===== src/rtl/mhd_pkg.sv =====
// ----------------------------------------------------------------------------
// mhd_pkg
// Shared constants, codes and result type for the magic header deframer.
// ----------------------------------------------------------------------------
package mhd_pkg;

  localparam int BYTE_W    = 8;
  localparam int WIN_LEN   = 8;
  localparam int FILL_W    = 4;
  localparam int HDR_LEN   = 9;
  localparam int NUM_TYPES = 8;
  localparam int SIZE_W    = 32;
  localparam int TYPE_W    = 3;
  localparam int TDATA_W   = 48;

  localparam logic [BYTE_W:0] TYPE_LIMIT = (BYTE_W + 1)'(NUM_TYPES);

  localparam logic [BYTE_W-1:0] MAGIC0 = 8'h6F;  // 'o'
  localparam logic [BYTE_W-1:0] MAGIC1 = 8'h62;  // 'b'
  localparam logic [BYTE_W-1:0] MAGIC2 = 8'h75;  // 'u'
  localparam logic [BYTE_W-1:0] MAGIC3 = 8'h73;  // 's'

  localparam logic OP_DATA    = 1'b0;
  localparam logic OP_RESTART = 1'b1;

  localparam logic KIND_HEADER  = 1'b0;
  localparam logic KIND_PAYLOAD = 1'b1;

  typedef struct packed {
    logic                kind;
    logic [TYPE_W-1:0]   pkt_type;
    logic [SIZE_W-1:0]   pkt_size;
    logic [BYTE_W-1:0]   data_byte;
    logic                last;
  } result_t;

endpackage


===== src/rtl/magic_header_packet_deframer.sv =====
// ----------------------------------------------------------------------------
// magic_header_packet_deframer
// Byte stream frame sync: hunts for a magic header, then passes the payload.
// ----------------------------------------------------------------------------
// Input words carry one stream byte in s_tdata; s_tuser high is a restart that
// empties the search window and drops any packet in progress.
// While hunting, each byte shifts into a row of eight byte cells; once the row
// is full, the row plus the new byte is checked for the 'o','b','u','s' magic,
// a big-endian 32-bit size and a type byte below the type count.
// A match gives a header word (m_tuser low) with type and size; the following
// size-9 bytes come out as payload words (m_tuser high), the final one with
// m_tlast. A size of 9 or less gives m_tlast on the header word itself.
// One input word is taken every cycle while s_tready is high; each result is
// registered in the output stage before it appears on m_tvalid. The rate is
// set by the combinational window compare and the 32-bit payload down counter.
// A two-entry output stage takes one more result word while m_tready is
// low; with both entries full, s_tready drops until a word is taken.
// Reset empties the window and the output stage and returns to hunting.
// ----------------------------------------------------------------------------
module magic_header_packet_deframer (
  input  logic        clk,
  input  logic        rst,
  input  logic        s_tvalid,
  output logic        s_tready,
  input  logic [7:0]  s_tdata,   // in_byte
  input  logic        s_tuser,   // op
  output logic        m_tvalid,
  input  logic        m_tready,
  output logic [mhd_pkg::TDATA_W-1:0] m_tdata,  // pkt_type[2:0], pkt_size[34:3],
                                                // data_byte[42:35], pad
  output logic        m_tuser,   // kind
  output logic        m_tlast    // last
);

  logic [mhd_pkg::BYTE_W-1:0] win [mhd_pkg::WIN_LEN];
  logic [mhd_pkg::FILL_W-1:0] fill;
  logic                       in_payload;
  logic [mhd_pkg::SIZE_W-1:0] bytes_remaining;

  logic                       accept;
  logic                       is_data;
  logic                       full;
  logic                       match;
  logic                       shift_en;
  logic [mhd_pkg::SIZE_W-1:0] hdr_size;
  logic                       push;
  mhd_pkg::result_t           res;
  mhd_pkg::result_t           out_res;

  assign accept  = s_tvalid && s_tready;
  assign is_data = (s_tuser == mhd_pkg::OP_DATA);
  assign full    = (fill == mhd_pkg::FILL_W'(mhd_pkg::WIN_LEN));

  assign hdr_size = {win[4], win[5], win[6], win[7]};
  assign match = full && (win[0] == mhd_pkg::MAGIC0) && (win[1] == mhd_pkg::MAGIC1) &&
                 (win[2] == mhd_pkg::MAGIC2) && (win[3] == mhd_pkg::MAGIC3) &&
                 ({1'b0, s_tdata} < mhd_pkg::TYPE_LIMIT);

  assign shift_en = accept && is_data && !in_payload && !match;

  genvar gi;
  generate
    for (gi = 0; gi < mhd_pkg::WIN_LEN; gi++) begin : g_cell
      if (gi == mhd_pkg::WIN_LEN - 1) begin : g_tail
        mhd_cell u_cell (
          .clk      (clk),
          .shift_en (shift_en),
          .din      (s_tdata),
          .dout     (win[gi])
        );
      end else begin : g_body
        mhd_cell u_cell (
          .clk      (clk),
          .shift_en (shift_en),
          .din      (win[gi+1]),
          .dout     (win[gi])
        );
      end
    end
  endgenerate

  always_comb begin
    res  = '0;
    push = 1'b0;
    if (accept && is_data) begin
      if (in_payload) begin
        push          = 1'b1;
        res.kind      = mhd_pkg::KIND_PAYLOAD;
        res.data_byte = s_tdata;
        res.last      = (bytes_remaining == mhd_pkg::SIZE_W'(1));
      end else if (match) begin
        push         = 1'b1;
        res.kind     = mhd_pkg::KIND_HEADER;
        res.pkt_type = s_tdata[mhd_pkg::TYPE_W-1:0];
        res.pkt_size = hdr_size;
        res.last     = (hdr_size <= mhd_pkg::SIZE_W'(mhd_pkg::HDR_LEN));
      end
    end
  end

  always_ff @(posedge clk) begin
    if (rst) begin
      fill            <= '0;
      in_payload      <= 1'b0;
      bytes_remaining <= '0;
    end else if (accept) begin
      if (!is_data) begin
        fill            <= '0;
        in_payload      <= 1'b0;
        bytes_remaining <= '0;
      end else if (in_payload) begin
        bytes_remaining <= bytes_remaining - mhd_pkg::SIZE_W'(1);
        if (bytes_remaining == mhd_pkg::SIZE_W'(1)) begin
          in_payload <= 1'b0;
          fill       <= '0;
        end
      end else if (match) begin
        fill <= '0;
        if (hdr_size > mhd_pkg::SIZE_W'(mhd_pkg::HDR_LEN)) begin
          in_payload      <= 1'b1;
          bytes_remaining <= hdr_size - mhd_pkg::SIZE_W'(mhd_pkg::HDR_LEN);
        end else begin
          bytes_remaining <= '0;
        end
      end else if (!full) begin
        fill <= fill + mhd_pkg::FILL_W'(1);
      end
    end
  end

  mhd_skid u_skid (
    .clk       (clk),
    .rst       (rst),
    .push      (push),
    .din       (res),
    .ready     (s_tready),
    .out_valid (m_tvalid),
    .out_ready (m_tready),
    .dout      (out_res)
  );

  assign m_tdata = {5'd0, out_res.data_byte, out_res.pkt_size, out_res.pkt_type};
  assign m_tuser = out_res.kind;
  assign m_tlast = out_res.last;

  a_payload_count: assert property (@(posedge clk) disable iff (rst)
    in_payload |-> (bytes_remaining != '0))
    else $error("payload mode with zero count");

  a_fill_range: assert property (@(posedge clk) disable iff (rst)
    fill <= mhd_pkg::FILL_W'(mhd_pkg::WIN_LEN))
    else $error("window fill beyond window length");

  a_header_opens: assert property (@(posedge clk) disable iff (rst)
    (push && res.kind == mhd_pkg::KIND_HEADER && !res.last) |=> in_payload)
    else $error("header without last did not open payload");

  a_payload_closes: assert property (@(posedge clk) disable iff (rst)
    (push && res.kind == mhd_pkg::KIND_PAYLOAD && res.last) |=>
      (!in_payload && fill == '0))
    else $error("last payload byte did not return to hunting");

endmodule


===== src/rtl/mhd_cell.sv =====
// ----------------------------------------------------------------------------
// mhd_cell
// One byte of the header search window; loads its neighbor's byte (the input byte at the tail) on shift.
// ----------------------------------------------------------------------------
module mhd_cell (
  input  logic                      clk,
  input  logic                      shift_en,
  input  logic [mhd_pkg::BYTE_W-1:0] din,
  output logic [mhd_pkg::BYTE_W-1:0] dout
);

  always_ff @(posedge clk) begin
    if (shift_en) begin
      dout <= din;
    end
  end

endmodule


===== src/rtl/mhd_skid.sv =====
// ----------------------------------------------------------------------------
// mhd_skid
// Two-entry output register with skid stage for result words.
// ----------------------------------------------------------------------------
module mhd_skid (
  input  logic             clk,
  input  logic             rst,
  input  logic             push,
  input  mhd_pkg::result_t din,
  output logic             ready,
  output logic             out_valid,
  input  logic             out_ready,
  output mhd_pkg::result_t dout
);

  logic             skid_valid;
  mhd_pkg::result_t skid;
  logic             pop;

  assign pop   = out_valid && out_ready;
  assign ready = !skid_valid;

  always_ff @(posedge clk) begin
    if (rst) begin
      out_valid  <= 1'b0;
      skid_valid <= 1'b0;
    end else if (pop) begin
      if (skid_valid) begin
        dout <= skid;
        if (push) begin
          skid <= din;
        end else begin
          skid_valid <= 1'b0;
        end
      end else if (push) begin
        dout <= din;
      end else begin
        out_valid <= 1'b0;
      end
    end else if (push) begin
      if (!out_valid) begin
        dout      <= din;
        out_valid <= 1'b1;
      end else begin
        skid       <= din;
        skid_valid <= 1'b1;
      end
    end
  end

endmodule

===== config.mk =====
export PLATFORM = sky130hd
export DESIGN_NAME = magic_header_packet_deframer
export DESIGN_NICKNAME = d
export VERILOG_FILES = /design/src/rtl/mhd_pkg.sv /design/src/rtl/magic_header_packet_deframer.sv /design/src/rtl/mhd_cell.sv /design/src/rtl/mhd_skid.sv
export SDC_FILE = /design/constraint.sdc
export NUM_CORES = 1
export LEC_CHECK = 0
export BUFFER_PORTS_ARGS = -buffer_cell sky130_fd_sc_hd__buf_2
export CAP_MARGIN = 20
export CORE_MARGIN = 3
export CORE_UTILIZATION = 55
export DETAILED_ROUTE_END_ITERATION = 10
export PLACE_DENSITY = 0.74
export SKIP_CTS_REPAIR_TIMING = 1
export SYNTH_ARGS = -nofsm -noshare
export SYNTH_HDL_FRONTEND = slang
export SYNTH_SLANG_ARGS = --single-unit

===== constraint.sdc =====
create_clock -name clk -period 17.1 [get_ports clk]
set_input_delay 5.13 -clock clk [delete_from_list [all_inputs] [get_ports clk]]
set_output_delay 5.13 -clock clk [all_outputs]
set_load 0.005 [all_outputs]

== Word level (Yosys, flattened, before mapping) ==
Cells that the tools add are included.

* Add/sub/neg operators: 3
* Magnitude comparators: 3
* Eq/ne operators: 13
* Mux-type cells: 42
* Bitwise logic cells: 2
* Reductions and logical operators: 23

{| class="wikitable"
|+ Operators by type and width
! cell !! count
|-
| 45-bit 2-to-1 mux || 10
|-
| 32-bit 2-to-1 mux || 4
|-
| 35-bit 2-to-1 mux || 2
|-
| 32-bit by 1-bit == test with 1-bit output (second input constant) || 1
|-
| 8-bit by 7-bit == test with 1-bit output (second input constant) || 4
|-
| 32-bit by 4-bit greater-than comparator with 1-bit output (second input constant) || 1
|-
| 32-bit by 4-bit <= comparator with 1-bit output (second input constant) || 1
|-
| 32-bit by 1-bit subtractor with 32-bit output (second input constant) || 1
|-
| 32-bit by 4-bit subtractor with 32-bit output (second input constant) || 1
|-
| 1-bit 2-to-1 mux || 20
|-
| 4-bit 2-to-1 mux || 5
|-
| 1-bit logical AND || 10
|-
| 8-bit by 4-bit < comparator with 1-bit output (second input constant) || 1
|-
| 8-bit 2-to-1 mux || 1
|-
| 2-bit != test (second input constant) || 4
|-
| 3-bit AND reduction || 2
|-
| 2-bit nonzero test || 3
|-
| 5-bit AND reduction || 1
|-
| 4-bit by 1-bit adder with 4-bit output (second input constant) || 1
|-
| 4-bit == test (second input constant) || 1
|-
| 4-bit by 3-bit != test with 1-bit output (second input constant) || 1
|-
| 2-bit AND reduction || 2
|-
| 4-bit AND reduction || 1
|-
| 1-bit logical NOT || 3
|-
| other kinds (4) || 5
|}

* Register bits after elaboration: 193
* Output and inout port bits: 52
* Word-level logic and storage cells: 109

== Logic depth before layout (Yosys ltp) ==
Gate-level depths: netlist of run 1.

* Depth in word-level cells: 12
* Mapped depth: 10
* Depth with buffers taken out: 8

== Modules after synthesis ==
Synthesis of run 1 repeated with hierarchy kept, for this count alone.

* Cell total of the unflattened synthesis: 692
* Area, all modules: 8708.4 um2

{| class="wikitable"
|+ By module, submodules not included
! module !! times used !! cells each !! area an instance (um2) !! sequential area each (um2)
|-
| magic_header_packet_deframer || 1 || 473 || 3393.3 || 740.7
|-
| mhd_skid || 1 || 155 || 3393.3 || 2742.6
|-
| mhd_cell || 8 || 8 || 240.2 || 240.2
|}

== Worst setup path before layout of run 1 ==
No wires, ideal clock.

* Path kind: in2reg
* From: in s_tdata[7]
* To: reg u_skid.dout[0] in the netlist's numbering (enable)
* Arrival: 9569 ps
* Required time: 16580 ps
* Path slack: 7011 ps
* Cell stages on the path: 5
* Cell sequence: nor4b_1 -> nand4_1 -> nor3_1 -> o21ai_0 -> a221oi_1

* Cells in the longest elaborated chain, start to end: 7
* Elaborated cells between the ends (all ways): 8

{| class="wikitable"
|+ Ends and longest elaborated chain
! item !! RTL line !! source
|-
| start: declaration || magic_header_packet_deframer.sv:25 || <nowiki>input logic [7:0] s_tdata,</nowiki>
|-
| 8-bit by 4-bit < comparator with 1-bit output * || magic_header_packet_deframer.sv:57 || <nowiki>({1'b0, s_tdata} < mhd_pkg::TYPE_LIMIT);</nowiki>
|-
| 1-bit logical AND * || magic_header_packet_deframer.sv:56 || <nowiki>(win[2] == mhd_pkg::MAGIC2) && (win[3] == mhd_pkg::MAGIC3) &&</nowiki>
|-
| 1-bit 2-to-1 mux * || magic_header_packet_deframer.sv:91 || <nowiki>end else if (match) begin</nowiki>
|-
| 1-bit 2-to-1 mux * || magic_header_packet_deframer.sv:86 || <nowiki>if (in_payload) begin</nowiki>
|-
| 1-bit 2-to-1 mux * || magic_header_packet_deframer.sv:85 || <nowiki>if (accept && is_data) begin</nowiki>
|-
| 2-bit nonzero test (no line) || n/a ||
|-
| 4-bit AND reduction (no line) * || n/a ||
|-
| end signal: assignment || mhd_skid.sv:29 || <nowiki>dout <= skid;</nowiki>
|-
| end signal: assignment || mhd_skid.sv:36 || <nowiki>dout <= din;</nowiki>
|-
| end signal: assignment || mhd_skid.sv:42 || <nowiki>dout <= din;</nowiki>
|-
| end: declaration || mhd_skid.sv:13 || <nowiki>output mhd_pkg::result_t dout</nowiki>
|}

Every way passes the cells marked *; elsewhere a longest branch is shown, timed or not.
A chain may end at the register's enable or synchronous reset.

== Final worst setup path of run 1 ==
* From: in s_tdata[7]
* To: reg u_skid.dout[26] in the netlist's numbering (enable)

Same word-level chain as after synthesis.

==> results of run 1 <==
[synthesized netlist by cell type, types with 3 or more instances]
library cell	instances	area [µm²]
nand3b_1	4	30.03
mux2i_1	5	50.05
inv_1	10	37.54
o21ai_0	11	55.05
and2_1	45	281.5
nand4b_1	5	43.79
edfxtp_1	154	4624
a21o_1	45	337.8
a21oi_1	11	55.05
a22o_1	15	131.4
o31ai_1	5	37.54
nand3_1	17	85.08
buf_2	6	30.03
clkbuf_1	18	67.56
ha_1	6	75.07
dfxtp_1	39	780.8
nor4_2	7	87.58
nor4b_1	6	52.55
nor4_1	10	62.56
xnor2_1	19	166.4
nor3b_1	4	30.03
a211oi_1	5	37.54
and4_1	4	35.03
nor2b_1	6	37.54
and4b_1	3	30.03
a221oi_1	3	26.28
or3_1	5	31.28
nor3_1	17	85.08
a32o_1	14	140.1
o31a_1	3	26.28
nand4_1	11	68.82
buf_4	6	45.04
xor2_1	29	254.0
nand2_1	52	195.2
or4_1	7	52.55
nor2_1	24	90.09
[cell usage in the layout (no fill, tap or decap), types with 19 or more instances in the layout]
cell type and n:
xnor2_1 19, a21o_1 45, nand2_1 52, xor2_1 29, buf_2 59, nor2_1 23, dfxtp_1 39, and2_1 45
edfxtp_1 154
[layout make-up]
cell class / count / share of cell area [%]
repair buffers: 69 / 3.980
inverters: 10 / 0.3902
flip-flops and latches: 193 / 56.19
clock inverters: 15 / 2.016
well taps: 184 / 2.393
multi-input cells: 427 / 30.61
clock buffers: 17 / 4.422
[per-layer routing]
metal	vias to the layer above	part of all wire, %	track usage, %
li1	2610	-	-
met1	2765	42	29.06
met2	205	48	36.96
met3	37	6.9	6.754
met4	0	2.6	7.763
met5	-	0	0
[state kept, by name, summed over array words and instances, names as in the netlist]
register,cells
u_skid.out_valid,1
u_skid.skid,45
in_payload,1
g_cell.g_body.u_cell.dout,56
fill,4
u_skid.dout,45
bytes_remaining,32
u_skid.skid_valid,1
g_cell.g_tail.u_cell.dout,8
[worst max-delay path by stage]
stage,from,endpoint,slack (ns),cells past startpoint
after floorplan,s_tdata[7],u_skid.dout[0]$_DFFE_PP_,7.01,5
after global placement,s_tdata[7],u_skid.dout[27]$_DFFE_PP_,9.23,7
after detailed placement,s_tdata[7],u_skid.dout[27]$_DFFE_PP_,9.17,7
after CTS,s_tdata[7],u_skid.dout[26]$_DFFE_PP_,9.61,7
after global routing,s_tdata[7],u_skid.dout[33]$_DFFE_PP_,9.39,7
final,s_tdata[7],u_skid.dout[26]$_DFFE_PP_,9.57,7
[logic make-up after synthesis]
logic type / after synthesis / share of synthesized area [%]
AOI/OAI and AO/OA: 123 / 11.03
DFF: 193 / 63.62
other: 1 / 0.04414
xor gates and xnor gates: 48 / 4.948
muxes: 5 / 0.5891
and+or+nand+nor: 240 / 16.67
adders and majority gates: 6 / 0.8836
buffers and inverters: 42 / 2.209
[report_power, final]
part | internal, mW | total (mW) | leakage, nW | switching [mW]
Combinational | 0.00626 | 0.0184 | 1.86 | 0.0121
Sequential | 0.509 | 0.517 | 1.68 | 0.00785
Clock | 0.223 | 0.410 | 0.300 | 0.186
Total | 0.738 | 0.945 | 3.84 | 0.206
==> summary.md, run 1 <==
| Metric | Value |
|---|---|
| Status | `completed` |
| Synth Instances | `658` |
| HP Start | `g_cell[2].g_body.u_cell.dout[2]$_DFFE_PP_` |
| Post-synth ARST share | `0%` |
| Die ar. | `16,970 µm²` |
| Hold Vio Cnt, Final | `0` |
| R2r setup slk | `13.86 ns` |
| Worst Slack Setup Final | `9.569 ns` |
| CTS tree | `done` |
| Die Width | `130.3 µm` |
| NumNets Final | `737` |
| Final slew viol count | `0` |
| Startpoint Class | `input pin` |
| Starting Density | `57.37%` |
| Share of layout cells above drive strength 1 | `15.87%` |
| Cell Chain, Critical Path | `buf_2 -> nor4b_1 -> nand4_1 -> nor3_1 -> o21ai_0 -> a221oi_4 -> buf_4` |
| Vias per cell | `6.139` |
| Fin util | `64.95%` |
| WL per Instance | `19.90 µm` |
| Yosys cell types | `55` |
| CP peak stage delay | `0.62 ns` |
| Tot Pwr | `944.9 µW` |
| DRT Wirelength | `18,210 µm` |
| Final Wtd Congestion | `0.8949` |
| Final Non-Filler Cells | `915` |
| Syn. warnings | `0` |
| Initial antenna violation count | `0` |
| Worst Hold End | `g_cell[1].g_body.u_cell.dout[2]$_DFFE_PP_` |
| Worst setup path class | `input pin to flop` |
| GRT Util Overall | `22.65%` |
| Maxcap violations | `0` |
| FILL cells | `1,068` |
| Data arrival, critical path | `7.60 ns` |
| Max-slew headroom | `32.64%` |
| CTS H-tree depth | `4` |
| Clock sink count | `193` |
| Slowest-stage cell, CP | `nor3_1` |
| Core ar. | `14,810 µm²` |
| Area of the multi-input gates | `2944 µm²` |
| Setup WS pre-CTS | `9.172 ns` |
| First-pass GRT wire length | `29,330 µm` |
| CTS buffer count | `17` |
| Rows | `44` |
| Clock skew | `0.01473 ns` |
| Worst IR Drop VDD | `0.06642 mV` |
| CP delay by family, top | `simple AND/OR/NAND/NOR gates` |
| Port Buffers | `59` |
| RSZ-0062 raised after global routing | `false` |
| Hold-critical path depth | `0` |
| Io pins | `65` |
| Synthesized area | `8496 µm²` |
| ANT nets after route | `0` |
| Hold Path Class | `flop to flop` |
| DP HPWL | `12,010 µm` |
| Final setup fails | `0` |
| Hold Slack | `0.4364 ns` |
| FF+latch count, synth | `193` |
| Clk buf depth | `2` |
| DR vias | `5,617` |
| Reg clk slew, reported paths | `0.07 ns` |
| Clock Tree Root | `clkbuf_16` |
| R2r startpoint | `g_cell[3].g_body.u_cell.dout[7]$_DFFE_PP_` |
| GR Overflow Total | `0` |
| Critical Path RT | `17.17 ns` |
| Setup TNS | `0 ns` |
| Die height | `130.3 µm` |
| Clock latency on the worst-skew pair | `0.44 ns` |
| Tmin final | `7.531 ns` |
| DRC | `0` |
| Cell count after placement | `881` |
| Worst reg2reg path depth | `6` |
| FMAX | `132.8 MHz` |
| Area delta synth->final | `13.23%` |
| FF+latch area | `5405 µm²` |
| Mapped Avg Cell Area | `12.91 µm²` |
| Pwr dens | `98.23 nW/µm²` |
| Post-synth EDFFs | `154` |
| Post-synthesis sequential area ratio | `63.62%` |
| Ys flop type | `edfxtp_1` |
| Buffers & Inverters on Critical Path | `2` |
| Max FO, Critical Path | `45` |
| Antenna diodes | `0` |
| Cell area after layout | `9619 µm²` |
| R2r endpoint | `u_skid.dout[26]$_DFFE_PP_` |
| Crit end category | `flop` |
| Fin crit share | `44.04%` |
| Number of global-route vias before repair | `5,474` |
| Placed cell areas | `8972 µm²` |
| Pre-antenna DRT Iters | `5` |
| Leakage power | `3.835 nW` |
| DRT iter0 DRCs | `466` |
| Largest net degree at the start of global routing | `65` |
| Slew @ Worst Pin | `1.002 ns` |
Power figures use the tool's default switching activity.
==> run 2: changes to the inputs <==
--- a/config.mk
+++ b/config.mk
@@ -5,12 +5,13 @@
 export SDC_FILE = /design/constraint.sdc
 export NUM_CORES = 1
 export LEC_CHECK = 0
+export ABC_AREA = 1
 export BUFFER_PORTS_ARGS = -buffer_cell sky130_fd_sc_hd__buf_2
 export CAP_MARGIN = 20
 export CORE_MARGIN = 3
 export CORE_UTILIZATION = 55
 export DETAILED_ROUTE_END_ITERATION = 10
-export PLACE_DENSITY = 0.74
+export PLACE_DENSITY = 0.73
 export SKIP_CTS_REPAIR_TIMING = 1
 export SYNTH_ARGS = -nofsm -noshare
 export SYNTH_HDL_FRONTEND = slang
==> constraint.sdc (replaced) <==
create_clock -name clk -period 7.1 [get_ports clk]
set_input_delay 2.13 -clock clk [delete_from_list [all_inputs] [get_ports clk]]
set_output_delay 2.13 -clock clk [all_outputs]
set_load 0.005 [all_outputs]
==> summary.md, run 2 <==
| Metric | Value |
|---|---|
| DP HPWL | `17,300 µm (+44%)` |
| Initial antenna violation count | `0 (unchanged)` |
| Clock sink count | `193 (unchanged)` |
| Mapped Avg Cell Area | `8.381 µm² (-35%)` |
| Largest net degree at the start of global routing | `48 (-26%)` |
| DRT Wirelength | `24,820 µm (+36%)` |
| Syn. warnings | `0 (unchanged)` |
| Clock latency on the worst-skew pair | `0.44 ns (about the same)` |
| CP delay by family, top | `simple AND/OR/NAND/NOR gates` |
| Yosys cell types | `42 (-24%)` |
| Pwr dens | `214.6 nW/µm² (+120%)` |
| Commonest cells in the netlist | `295 x nand2_1, 202 x nor2_1, 154 x edfxtp_1, 124 x nand3_1, 106 x inv_1` |
| Reg clk slew, reported paths | `0.08 ns (about the same)` |
| Switching Fraction | `23.09% (+1.2 points)` |
| Status | `completed` |
| R2r setup slk | `4.00 ns (-9.86 ns)` |
| Most frequent cells in the layout | `295 x nand2_1, 200 x nor2_1, 154 x edfxtp_1, 124 x nand3_1, 106 x inv_1` |
| Part of the power in registers | `53.8% (-0.9 points)` |
| CTS buffer count | `17 (unchanged)` |
| Slowest-stage cell, CP | `buf_4` |
| Worst Hold End | `g_cell[0].g_body.u_cell.dout[7]$_DFFE_PP_` |
| Max FO, Critical Path | `44 (-2.2%)` |
| Pint | `1.782 mW (+140%)` |
| Commonest non-fill, non-tap cell in the layout | `nand2_1` |
| Number of global-route vias before repair | `7,564 (+38%)` |
| Synthesized area | `9731 µm² (+15%)` |
| Max-slew headroom | `43.36% (+11 points)` |
| Worst setup path class | `input pin to flop` |
| Die Width | `139.0 µm (+6.7%)` |
| ANT nets after route | `0 (unchanged)` |
| Cell area after layout | `10,800 µm² (+12%)` |
| Synth area leader | `edfxtp_1` |
| R2r endpoint | `u_skid.dout[33]$_DFFE_PP_` |
| RSZ-0062 raised after global routing | `false` |
| CTS tree | `done` |
| GRT Util Overall | `25.82% (+3.2 points)` |
| Area delta synth->final | `10.98%` |
| Clock skew | `0.01611 ns (+0.001385 ns)` |
| Ys flop type | `edfxtp_1` |
| Largest register FFs | `56 (unchanged)` |
| Crit end category | `flop` |
| Clk buf depth | `2 (unchanged)` |
| Hold Vio Cnt, Final | `0 (unchanged)` |
| Vias per cell | `5.520 (-10%)` |
| Reg with most FFs | `g_cell.g_body.u_cell.dout` |
| Die ar. | `19,320 µm² (+14%)` |
| WL per Instance | `17.15 µm (-14%)` |
| Starting Density | `56.26% (-1.1 points)` |
| Worst reg2reg path depth | `13 (+7)` |
| Startpoint Class | `input pin` |
| Post-synthesis sequential area ratio | `55.55% (-8.1 points)` |
| Logic pwr share | `3.2% (+1.3 points)` |
| CP peak stage delay | `0.50 ns (-0.12 ns)` |
| CTS H-tree depth | `4 (unchanged)` |
| Core ar. | `17,300 µm² (+17%)` |
| DRT iter0 DRCs | `720 (+55%)` |
| Post-synth EDFFs | `154 (unchanged)` |
| FF+latch count, synth | `193 (unchanged)` |
| Final Wtd Congestion | `0.9588 (+7.1%)` |
| R2r startpoint | `fill[0]$_SDFFE_PP0P_` |
| Io pins | `65 (unchanged)` |
| NumNets Final | `1,228 (+67%)` |
| Most frequent cell after synthesis | `nand2_1` |
| Placed cell areas | `10,180 µm² (+13%)` |
| Switching power | `534.9 µW (+160%)` |
| Final setup fails | `0 (unchanged)` |
| DRC | `0 (unchanged)` |
| Antenna diodes | `0 (unchanged)` |
| Final slew viol count | `0 (unchanged)` |
| Clock Tree Root | `clkbuf_16` |
| Hold Path Class | `flop to flop` |
| Synth area leaders | `edfxtp_1 48%, nand2_1 11%, dfxtp_1 8.0%, nor2_1 7.8%, nand3_1 6.4%` |
| Pre-antenna DRT Iters | `5 (unchanged)` |
| Fin crit share | `59.03%` |
| Setup TNS | `0 ns (unchanged)` |
| Largest registers | `g_cell.g_body.u_cell.dout (56), u_skid.dout (45), u_skid.skid (45)` |
| Critical Path RT | `7.17 ns (-10.00 ns)` |
| Clock Power Share | `43.1% (-0.2 points)` |
| Buffers & Inverters on Critical Path | `3 (+1)` |
| Share of layout cells above drive strength 1 | `11.62% (-4.2 points)` |
| Cell Chain, Critical Path | `buf_2 -> nor2_1 -> nand3_1 -> nor2_1 -> nand3_2 -> nand2_4 -> nand2_4 -> inv_2 -> o21ai_0 -> nor2_4 -> buf_4` |
| Maxcap violations | `0 (unchanged)` |
| DR vias | `7,987 (+42%)` |
| Leakage power | `4.645 nW (+21%)` |
| HP Start | `g_cell[1].g_body.u_cell.dout[7]$_DFFE_PP_` |
| Data arrival, critical path | `4.26 ns (-3.34 ns)` |
| Synth Instances | `1,161 (+76%)` |
| First-pass GRT wire length | `39,490 µm (+35%)` |
| Tmin final | `4.191 ns` |
| FMAX | `238.6 MHz` |
| Rows | `48 (+9.1%)` |
| Die height | `139.0 µm (+6.7%)` |
| Slew @ Worst Pin | `0.8496 ns (-0.1525 ns)` |
| Port Buffers | `59 (unchanged)` |
| GR Overflow Total | `0 (unchanged)` |
| Worst IR Drop VDD | `0.1716 mV (+160%)` |
| Synth top area share | `47.52% (-6.9 points)` |
| Post-synth ARST share | `0% (unchanged)` |
| Hold-critical path depth | `0 (unchanged)` |
## run 2: changes by cell type in the layout (fill, tap and decap cells not counted), moves of 18 or more
cell | previous run | this run
o21ai_0 | 11 | 52
xor2_1 | 29 | 6
nand2_1 | 52 | 295
a21o_1 | 45 | 0
xnor2_1 | 19 | 1
a21oi_1 | 11 | 42
inv_1 | 10 | 106
nand3_1 | 17 | 124
nor2_1 | 23 | 200
and2_1 | 45 | 1
## run 2: cell families (layout without fill, tap and decap cells)
| family | Yosys count | count (layout) | synth area share (%) |
|---|---|---|---|
| xor gates and xnor gates | 7 | 7 | 0.6301 |
| AOI/OAI and AO/OA | 120 | 120 | 6.455 |
| adders and majority gates | 6 | 6 | 0.7715 |
| muxes | 1 | 1 | 0.1029 |
| other | 1 | 5 | 0.03854 |
| and+or+nand+nor | 679 | 679 | 29.78 |
| DFF | 193 | 193 | 55.55 |
| buffers and inverters | 154 | 211 | 6.673 |
## run 2: worst max-delay path by stage
stage | startpoint | endpoint | slack [ns] | depth (start not counted)
after floorplan | s_tdata[7] | u_skid.skid[0]$_DFFE_PP_ | 1.34 | 8
after global placement | s_tdata[7] | u_skid.dout[27]$_DFFE_PP_ | 2.62 | 11
after detailed placement | s_tdata[7] | u_skid.dout[27]$_DFFE_PP_ | 2.48 | 11
after CTS | s_tdata[7] | u_skid.dout[33]$_DFFE_PP_ | 2.94 | 11
after global routing | s_tdata[7] | u_skid.dout[33]$_DFFE_PP_ | 2.79 | 11
final | s_tdata[7] | u_skid.dout[33]$_DFFE_PP_ | 2.91 | 11
## run 2: cell type report
| cell class | count | area [µm²] |
|---|---|---|
| Inverter | 113 | 424.2 |
| Multi-Input combinational cell | 818 | 3721 |
| Sequential cell | 193 | 5405 |
| Timing Repair Buffer | 66 | 347.8 |
| Clock buffer | 17 | 425.4 |
| Fill cell | 1473 | 6497 |
| Tap cell | 225 | 281.5 |
| Clock inverter | 15 | 193.9 |
## run 2: power groups by stage
stage | Clock, mW | Combinational [mW] | Sequential, mW
finish | 0.999 | 0.0731 | 1.25
global route | 1.05 | 0.0822 | 1.25
CTS | 1.01 | 0.0727 | 1.24
detailed placement | 0 | 0.0719 | 1.27
global placement | 0 | 0.0703 | 1.27
floorplan | 0 | 0.0535 | 1.26
## run 2: metrics by stage
step / setup WS, ns / hold slack [ns] / power (mW) / util, % / std cells
detailed placement: 2.475 / 0.4346 / 1.342 / 58.85 / 1415
floorplan: 1.336 / 0.4264 / 1.316 / - / 1165
global route: 2.786 / 0.4597 / 2.377 / 62.43 / 1447
global placement: 2.620 / 0.4323 / 1.341 / 58.85 / 1415
CTS: 2.942 / 0.4517 / 2.325 / 62.43 / 1447
finish: 2.909 / 0.4472 / 2.317 / 62.43 / 1447
## run 2: layer usage
metal | up-vias | track usage, % | share of wire, %
met4 | 0 | 8.033 | 2.2
li1 | 3925 | - | -
met5 | - | 0 | 0
met2 | 334 | 42.42 | 48
met1 | 3681 | 34.68 | 43
met3 | 47 | 5.552 | 6.8
## run 2: worst register-to-register path: stages, from the launching register on
cell	delay [ns]
dfxtp_1	0.34
inv_1	0.08
ha_1	0.14
nand2_1	0.06
nor2_2	0.26
nand2_1	0.11
nor2_2	0.16
nand3_2	0.16
nand2_4	0.12
nand2_4	0.17
inv_2	0.24
o21ai_0	0.21
nor2_4	0.15
buf_4	0.50
==> run 3: changes to the inputs <==
--- a/config.mk
+++ b/config.mk
@@ -11,7 +11,7 @@
 export CORE_MARGIN = 3
 export CORE_UTILIZATION = 55
 export DETAILED_ROUTE_END_ITERATION = 10
-export PLACE_DENSITY = 0.73
+export PLACE_DENSITY = 0.76
 export SKIP_CTS_REPAIR_TIMING = 1
 export SYNTH_ARGS = -nofsm -noshare
 export SYNTH_HDL_FRONTEND = slang
==> constraint.sdc (replaced) <==
create_clock -name clk -period 3.8 [get_ports clk]
set_input_delay 1.14 -clock clk [delete_from_list [all_inputs] [get_ports clk]]
set_output_delay 1.14 -clock clk [all_outputs]
set_load 0.005 [all_outputs]
==> summary.md, run 3 (synthesis gave the netlist of run 2 again) <==
| Metric | Value |
|---|---|
| Leakage power | `4.656 nW (+0.24%)` |
| Commonest non-fill, non-tap cell in the layout | `nand2_1` |
| Clk buf depth | `2 (unchanged)` |
| Fin crit share | `76.29%` |
| CP peak stage delay | `0.25 ns (-0.25 ns)` |
| Critical Path RT | `3.91 ns (-3.26 ns)` |
| DRT iter0 DRCs | `874 (+21%)` |
| Core ar. | `17,300 µm² (unchanged)` |
| CTS tree | `done` |
| Largest net degree at the start of global routing | `65 (+35%)` |
| Reg with most FFs | `g_cell.g_body.u_cell.dout` |
| Part of the power in registers | `53.7% (about the same)` |
| Crit end category | `flop` |
| Worst reg2reg path depth | `13 (unchanged)` |
| M2 GR Usage | `41.06% (-1.4 points)` |
| ANT nets after route | `0 (unchanged)` |
| Max FO, Critical Path | `45 (+2.3%)` |
| Logic pwr share | `3.2% (about the same)` |
| Status | `completed` |
| Number of global-route vias before repair | `7,520 (-0.58%)` |
| First-pass GRT wire length | `38,960 µm (-1.3%)` |
| FMAX | `344.9 MHz` |
| Hold Path Class | `flop to flop` |
| Met1 Use GR | `33.97% (-0.71 points)` |
| Share of layout cells above drive strength 1 | `11.61% (about the same)` |
| Clock sink count | `193 (unchanged)` |
| Slew @ Worst Pin | `0.8229 ns (-0.02669 ns)` |
| Final slew viol count | `0 (unchanged)` |
| Switching power | `1.004 mW (+88%)` |
| Rows | `48 (unchanged)` |
| DP HPWL | `16,480 µm (-4.7%)` |
| Hold Vio Cnt, Final | `0 (unchanged)` |
| Die Width | `139.0 µm (unchanged)` |
| DRC | `0 (unchanged)` |
| WL per Instance | `16.77 µm (-2.2%)` |
| Startpoint Class | `input pin` |
| Initial antenna violation count | `0 (unchanged)` |
| CP delay by family, top | `simple AND/OR/NAND/NOR gates` |
| Cell Chain, Critical Path | `buf_2 -> nor2_1 -> nand3_1 -> nor2_1 -> nand3_2 -> nand2_4 -> nand2_4 -> inv_2 -> o21ai_0 -> nor2_4 -> buf_12` |
| Clock Tree Root | `clkbuf_16` |
| Most frequent cells in the layout | `295 x nand2_1, 200 x nor2_1, 154 x edfxtp_1, 124 x nand3_1, 106 x inv_1` |
| Clock Power Share | `43.2% (about the same)` |
| GR Overflow Total | `0 (unchanged)` |
| R2r setup slk | `1.00 ns (-3.00 ns)` |
| CTS buffer count | `17 (unchanged)` |
| DR vias | `8,141 (+1.9%)` |
| Largest registers | `g_cell.g_body.u_cell.dout (56), u_skid.dout (45), u_skid.skid (45)` |
| Clock skew | `0.01460 ns (-0.001515 ns)` |
| WP depth | `11 (unchanged)` |
| Die height | `139.0 µm (unchanged)` |
| Pwr dens | `399.9 nW/µm² (+86%)` |
| Max-slew headroom | `45.14% (+1.8 points)` |
| Clock latency on the worst-skew pair | `0.43 ns (about the same)` |
| Setup TNS | `0 ns (unchanged)` |
| Area delta synth->final | `11.43%` |
| Largest register FFs | `56 (unchanged)` |
| Io pins | `65 (unchanged)` |
| Reg clk slew, reported paths | `0.08 ns (about the same)` |
| GRT Util Overall | `25.35% (-0.47 points)` |
| Final setup fails | `0 (unchanged)` |
| DRT Wirelength | `24,280 µm (-2.2%)` |
| Starting Density | `56.26% (unchanged)` |
| Pre-antenna DRT Iters | `6 (+1)` |
| Worst IR Drop VDD | `0.4102 mV (+140%)` |
| Switching Fraction | `23.15% (+0.065 points)` |
| Tot Pwr | `4.336 mW (+87%)` |
| Port Buffers | `59 (unchanged)` |
| Hold-critical path depth | `0 (unchanged)` |
| Antenna diodes | `0 (unchanged)` |
| Tmin final | `2.899 ns` |
| Vias per cell | `5.622 (+1.9%)` |
| Worst setup path class | `input pin to flop` |
| Final Wtd Congestion | `0.9518 (-0.73%)` |
| GRT busiest layer | `met2` |
| Grt met3 use | `5.000% (-0.55 points)` |
| Slowest-stage cell, CP | `inv_2` |
| Buffers & Inverters on Critical Path | `3 (unchanged)` |
| NumNets Final | `1,229 (+0.081%)` |
| Die ar. | `19,320 µm² (unchanged)` |
| RSZ-0062 raised after global routing | `false` |
| Pint | `3.332 mW (+87%)` |
| Maxcap violations | `0 (unchanged)` |
| Data arrival, critical path | `3.01 ns (-1.25 ns)` |
| CTS H-tree depth | `4 (unchanged)` |
run 3: cell types whose count changed in the layout (fill, tap and decap cells not counted), sizes merged:
cell / previous run / this run
buf: 66 / 67
clkinv: 8 / 7
inv: 117 / 118
run 3: routing by layer:
metal,share of wire [%],vias up
li1,-,3922
met1,40,3752
met2,48,407
met3,8.7,60
met4,3.3,0
met5,0,-
run 3: power groups by stage:
stage                     combinational, mW  sequential (mW)  clock [mW]
after floorplan                       0.101             2.36           0
after global placement                0.133             2.37           0
after detailed placement              0.134             2.37           0
after CTS                             0.137             2.33        1.89
after global routing                  0.156             2.33        1.97
final                                 0.138             2.33        1.87
run 3: final timing paths:
path                                                  start                                   endpoint
setup / recovery                                 s_tdata[7]                  u_skid.dout[27]$_DFFE_PP_
hold / removal    g_cell[1].g_body.u_cell.dout[2]$_DFFE_PP_  g_cell[0].g_body.u_cell.dout[2]$_DFFE_PP_
setup reg to reg                       fill[0]$_SDFFE_PP0P_                  u_skid.dout[27]$_DFFE_PP_
hold reg to reg   g_cell[1].g_body.u_cell.dout[2]$_DFFE_PP_  g_cell[0].g_body.u_cell.dout[2]$_DFFE_PP_
run 3: cell type report:
class,instances,area [µm²]
Fill cell,1414,6454
Sequential cell,193,5405
Multi-Input combinational cell,818,3721
Clock buffer,17,425.4
Inverter,113,424.2
Timing Repair Buffer,67,392.9
Tap cell,225,281.5
Clock inverter,15,192.7
run 3: per-stage QoR:
step / hold slack [ns] / setup slack (ns) / instance area (µm²) / cells / util, %
after global placement: 0.4330 / 0.5973 / 10220 / 1416 / 59.11
after global routing: 0.4607 / 0.7784 / 10840 / 1448 / 62.69
after floorplan: 0.4264 / 0.08119 / 9766 / 1165 / -
final: 0.4490 / 0.9010 / 10840 / 1448 / 62.69
after CTS: 0.4536 / 0.9562 / 10840 / 1448 / 62.69
after detailed placement: 0.4370 / 0.5110 / 10220 / 1416 / 59.11
